[config.mk]
export PLATFORM = sky130hd
export DESIGN_NAME = bbr_div
export DESIGN_NICKNAME = d
export VERILOG_FILES = /design/src/sv/bbr_pkg.sv /design/src/sv/bbr_div.sv
export SDC_FILE = /design/constraint.sdc
export NUM_CORES = 1
export LEC_CHECK = 0
export BUFFER_PORTS_ARGS = -buffer_cell sky130_fd_sc_hd__buf_2
export CORE_MARGIN = 5
export CORE_UTILIZATION = 51
export CTS_CLUSTER_DIAMETER = 150
export DETAILED_ROUTE_END_ITERATION = 10
export PLACE_DENSITY = 0.76
export SETUP_SLACK_MARGIN = 0.2
export SLEW_MARGIN = 5
export SYNTH_ARGS = -nofsm -noshare
export SYNTH_HDL_FRONTEND = slang
export SYNTH_SLANG_ARGS = --single-unit
[constraint.sdc]
create_clock -name clk -period 2.35 [get_ports clk]
set_clock_uncertainty 0.1 [all_clocks]
set_input_delay 0.235 -clock clk [delete_from_list [all_inputs] [get_ports clk]]
set_output_delay 0.235 -clock clk [all_outputs]
set_load 0.01 [all_outputs]
[src/sv/bbr_pkg.sv]
// ----------------------------------------------------------------------------
// bbr_pkg: shared types and constants for the RGB box blur unit
// Holds the payload structs, register indexes and the controller states.
// ----------------------------------------------------------------------------
package bbr_pkg;

	localparam int CH_W  = 8;
	localparam int SUM_W = 16;
	localparam int DIV_W = 8;
	localparam int POS_W = 20;

	// Register indexes on the configuration port
	localparam logic [1:0] REG_RADIUS = 2'd0;
	localparam logic [1:0] REG_WIDTH  = 2'd1;
	localparam logic [1:0] REG_HEIGHT = 2'd2;

	typedef struct packed {
		logic [CH_W-1:0] red_in;
		logic [CH_W-1:0] green_in;
		logic [CH_W-1:0] blue_in;
	} pix_in_t;

	typedef struct packed {
		logic [CH_W-1:0]  red_avg;
		logic [CH_W-1:0]  green_avg;
		logic [CH_W-1:0]  blue_avg;
		logic [POS_W-1:0] centre_position;
	} pix_out_t;

	typedef logic [SUM_W-1:0] sum3_t [3];

	typedef enum logic [3:0] {
		ST_IDLE = 4'b0001,
		ST_ACC  = 4'b0010,
		ST_DIV  = 4'b0100,
		ST_DONE = 4'b1000
	} ctrl_state_t;

endpackage

[src/sv/bbr_div.sv]
// ----------------------------------------------------------------------------
// bbr_div: three-lane restoring divider
// Divides three channel sums by one shared divisor, one quotient bit a cycle.
// ----------------------------------------------------------------------------
module bbr_div (
	input  logic                        clk,
	input  logic                        arst_n,
	input  logic                        start,
	input  logic [bbr_pkg::SUM_W-1:0]   dividend [3],
	input  logic [bbr_pkg::DIV_W-1:0]   divisor,
	output logic                        done,
	output logic [bbr_pkg::CH_W-1:0]    quotient [3]
);
	import bbr_pkg::*;

	localparam int CNT_W = $clog2(SUM_W);

	logic                busy_q;
	logic [CNT_W-1:0]    cnt_q;
	logic [DIV_W-1:0]    div_q;
	logic [SUM_W-1:0]    num_q [3];
	logic [DIV_W-1:0]    rem_q [3];
	logic [SUM_W-1:0]    quo_q [3];
	logic [DIV_W:0]      trial [3];

	// Shift in the next dividend bit and test against the divisor
	always_comb begin
		for (int i = 0; i < 3; i++) begin
			trial[i] = {rem_q[i], num_q[i][SUM_W-1]};
		end
	end

	// Control: counts the steps of a run and pulses done after the last one
	always_ff @(posedge clk or negedge arst_n) begin
		if (!arst_n) begin
			busy_q <= 1'b0;
			cnt_q  <= '0;
			done   <= 1'b0;
		end else begin
			done <= 1'b0;
			if (start) begin
				busy_q <= 1'b1;
				cnt_q  <= '0;
			end else if (busy_q) begin
				cnt_q <= cnt_q + 1'b1;
				if (cnt_q == CNT_W'(SUM_W - 1)) begin
					busy_q <= 1'b0;
					done   <= 1'b1;
				end
			end
		end
	end

	// Datapath of the three lanes
	always_ff @(posedge clk) begin
		if (start) begin
			div_q <= divisor;
			for (int i = 0; i < 3; i++) begin
				num_q[i] <= dividend[i];
				rem_q[i] <= '0;
				quo_q[i] <= '0;
			end
		end else if (busy_q) begin
			for (int i = 0; i < 3; i++) begin
				num_q[i] <= {num_q[i][SUM_W-2:0], 1'b0};
				if (trial[i] >= {1'b0, div_q}) begin
					rem_q[i] <= DIV_W'(trial[i] - {1'b0, div_q});
					quo_q[i] <= {quo_q[i][SUM_W-2:0], 1'b1};
				end else begin
					rem_q[i] <= DIV_W'(trial[i]);
					quo_q[i] <= {quo_q[i][SUM_W-2:0], 1'b0};
				end
			end
		end
	end

	always_comb begin
		for (int i = 0; i < 3; i++) begin
			quotient[i] = quo_q[i][CH_W-1:0];
		end
	end

endmodule

==> results.py <==
metrics = {
    "sta": {
        "grt_setup_unrepaired": "yes",
        "min_period_ps": 2340,
        "final.hold.worst_slack_ps": 7.14,
        "timing_hold_violations_final": 0,
        "tightestPinTransition_ps": 492,
        "maxSlewViolCount": 0,
        "relSlewSlack_pct": 67.2,
        "setup_viol": 0,
        "fmax_mhz": 427,
        "fin_crit_sh_pct": 99.8,
    },
    "grt": {
        "grt_pass1_vias": 4063,
        "grt_max_degree": 47,
        "grt_antenna_before_repair": 0,
        "grt_use_total_pct": 18.2,
        "grt_pass1_wl_mm": 18.9,
        "grt.overflow.total": 0,
    },
    "cts": {
        "cts_made_buffers": 9,
        "clk_pin_slew_ps": 120,
        "clock-sinks": 110,
        "clock_latency_ps": 380,
        "cts_root_buffer": "clkbuf_8",
        "tritoncts": "yes",
        "htreeDepth": 3,
        "cts.path.max_buffers": 2,
    },
    "logic_synthesis": {
        "synth_top_cell_area_share_pct": 56.5,
        "synth_cell_type_count": 46,
        "syn_nets": 578,
        "yosysMostFrequentCell": "nand2_1",
        "synthFlopType": "edfxtp_1",
        "ys_top_cells_by_area": "edfxtp_1 56%, nand2_1 9.6%, ha_1 5.7%",
        "ys_warn_count": 0,
        "synth_cells": 491,
        "synth_common_cells": "140 x nand2_1, 103 x edfxtp_1, 30 x nor2_1",
        "synth_seq_area_share_pct": 59.6,
        "synth_edf_count": 103,
        "ys_ff_latch": 110,
        "syn_area_per_cell_um2": 11.2,
        "synth_area_leader_cell": "edfxtp_1",
        "async_reset_ff_share_pct": 5.45,
        "syn-cell-area_um2": 5480,
    },
    "floorplanning": {
        "num_rows": 37,
        "die-height_um": 114,
        "core_area_um2": 10400,
        "num_io_pins": 84,
        "initial_utilization_pct": 52.6,
        "die_area_um2": 12900,
        "die_w_um": 114,
    },
    "critical_path": {
        "cp-end-kind": "flip-flop",
        "start_kind": "flip-flop",
        "crit_path_max_fanout": 3,
        "reg2reg_slack_ps": 6,
        "cp.arrival_ps": 2480,
        "critPathLaunch": "div_q[0]$_DFFE_PP_",
        "crit-reg2reg-launch": "div_q[0]$_DFFE_PP_",
        "cp.required_ps": 2480,
        "critical_path_class": "reg -> reg",
        "r2r_end": "rem_q[0][6]$_SDFFCE_PP0P_",
        "r2r_cells": 8,
    },
    "route": {
        "viasPerCell": 5.25,
        "num_vias": 4019,
        "drtIter0Drc": 230,
        "antenna_left": 0,
        "first_pass_iters": 4,
        "drc": 0,
        "wl_per_cell_um": 15.6,
        "drt_wl_total_mm": 11.9,
    },
    "place": {
        "dp_hpwl_mm": 7.95,
        "place_area_um2": 6210,
        "port_buffers": 83,
        "dp_cells": 716,
        "place_congestion": 0.904,
    },
    "hold_path": {
        "holdCritPathClass": "in -> reg",
        "min_to": "num_q[0][8]$_DFFE_PP_",
        "hold_path_depth": 3,
        "min_from": "dividend[40]",
    },
    "pwr": {
        "vdd_drop_max_uv": 474,
        "power_density_nw_per_um2": 921,
        "power.leakage_nw": 3.22,
        "p_total_w": 0.00638,
    },
    "final_layout": {
        "multi_input_area_um2": 2320,
        "final_cell_count_no_fill": 765,
        "n_fill_cell": 776,
        "antenna_cells": 0,
        "seqCellArea_um2": 3260,
        "fin_area_um2": 6930,
        "syn2layout_area_growth_pct": 26.6,
        "drive_gt1_share_pct": 31.8,
        "fin_nets": 711,
    },
    "flow_run": {
        "max_cap_viol_count": 0,
    },
    "run_status": {
        "status": "completed",
    },
}
## flip-flops by register name, summed over array words and instances, names as in the netlist
| name | flops |
|---|---|
| quo_q | 24 |
| rem_q | 24 |
| div_q | 8 |
| busy_q | 1 |
| done | 1 |
| cnt_q | 4 |
| num_q | 48 |
## stage by stage
stage / TNS [ps] / worst slack [ps] / util, %
after floorplan: 0 / 129 / -
after global placement: 0 / 34.3 / 59.7
after detailed placement: -42.8 / -30.1 / 59.7
after CTS: 0 / 38.4 / 64.7
after global routing: -217 / -109 / 66.6
final: 0 / 5.77 / 66.6
## layer usage
| layer | part of all wire (%) | GRT usage [%] | wire (µm) | up-vias |
|---|---|---|---|---|
| met5 | 0 | 0 | 0 | - |
| met4 | 1.5 | 6.41 | 183 | 0 |
| met3 | 4.7 | 3.55 | 563 | 24 |
| met2 | 50 | 30.8 | 5980 | 87 |
| met1 | 44 | 23.5 | 5210 | 1940 |
| li1 | - | - | - | 1968 |
## kinds of logic (layout without fill, tap and decap cells)
logic type | Yosys count | after routing | synth area share [%]
compound gates | 63 | 63 | 7.81
simple gates | 225 | 225 | 18.0
buf+inv | 35 | 173 | 2.58
flops | 110 | 110 | 59.6
mux | 16 | 16 | 2.95
xor+xnor | 14 | 14 | 2.24
fa+ha+maj | 28 | 28 | 6.81
## placed cells by master (no fill, tap or decap), drive strengths merged, types with 2 or more instances in the layout
cell type,instances
mux2i,15
a211oi,7
o21a,5
nand2b,3
ha,25
nand3,6
dfrtp,6
a21o,9
inv,21
a31oi,4
clkbuf,10
and2,25
nor2b,9
or3b,2
o21ai,11
nor3,6
xor2,6
o31a,2
fa,3
xnor2,8
edfxtp,103
dlygate4sd3,12
buf,129
nor2,30
nand2,140
a21oi,17
## worst max path at each step
stage,endpoint,slack (ps)
2_1_floorplan,rem_q[2][1]$_DFFE_PP_,130
3_3_place_gp,rem_q[2][1]$_DFFE_PP_,30
3_5_place_dp,rem_q[0][6]$_SDFFCE_PP0P_,-30
4_1_cts,rem_q[1][6]$_SDFFCE_PP0P_,40
5_1_grt,rem_q[0][6]$_SDFFCE_PP0P_,-110
6_report,rem_q[0][6]$_SDFFCE_PP0P_,6
## layout make-up
| cell class | instances | share of cell area [%] |
|---|---|---|
| Clock buffer | 10 | 1.84 |
| Clock inverter | 6 | 0.866 |
| Inverter | 16 | 0.866 |
| Multi-Input combinational cell | 346 | 33.4 |
| Sequential cell | 110 | 47.1 |
| Tap cell | 136 | 2.45 |
| Timing Repair Buffer | 141 | 13.5 |
## worst max-delay path, cell delays in order, from the launching register on
cell and delay, ps:
edfxtp_1 460, ha_2 230, fa_2 350, nor2b_1 170, o31a_1 180, o21a_1 160
nor3_1 60, or3b_4 370, a21oi_2 130
## power by group
group | switching (W) | internal (W)
registers | 0.000193 | 0.00250
clock network | 0.000710 | 0.000419
logic | 0.00122 | 0.00133
total | 0.00213 | 0.00426
## what timing repair did
action	in CTS	in global routing
hold buffers	9	3
cloned	1	0
setup buffers	14	6
pin swaps	12	13
endpoints found under the setup margin	25	27
hold endpoints to repair	14	3
resized for setup	32	29
(Power assumes the default switching activity.)
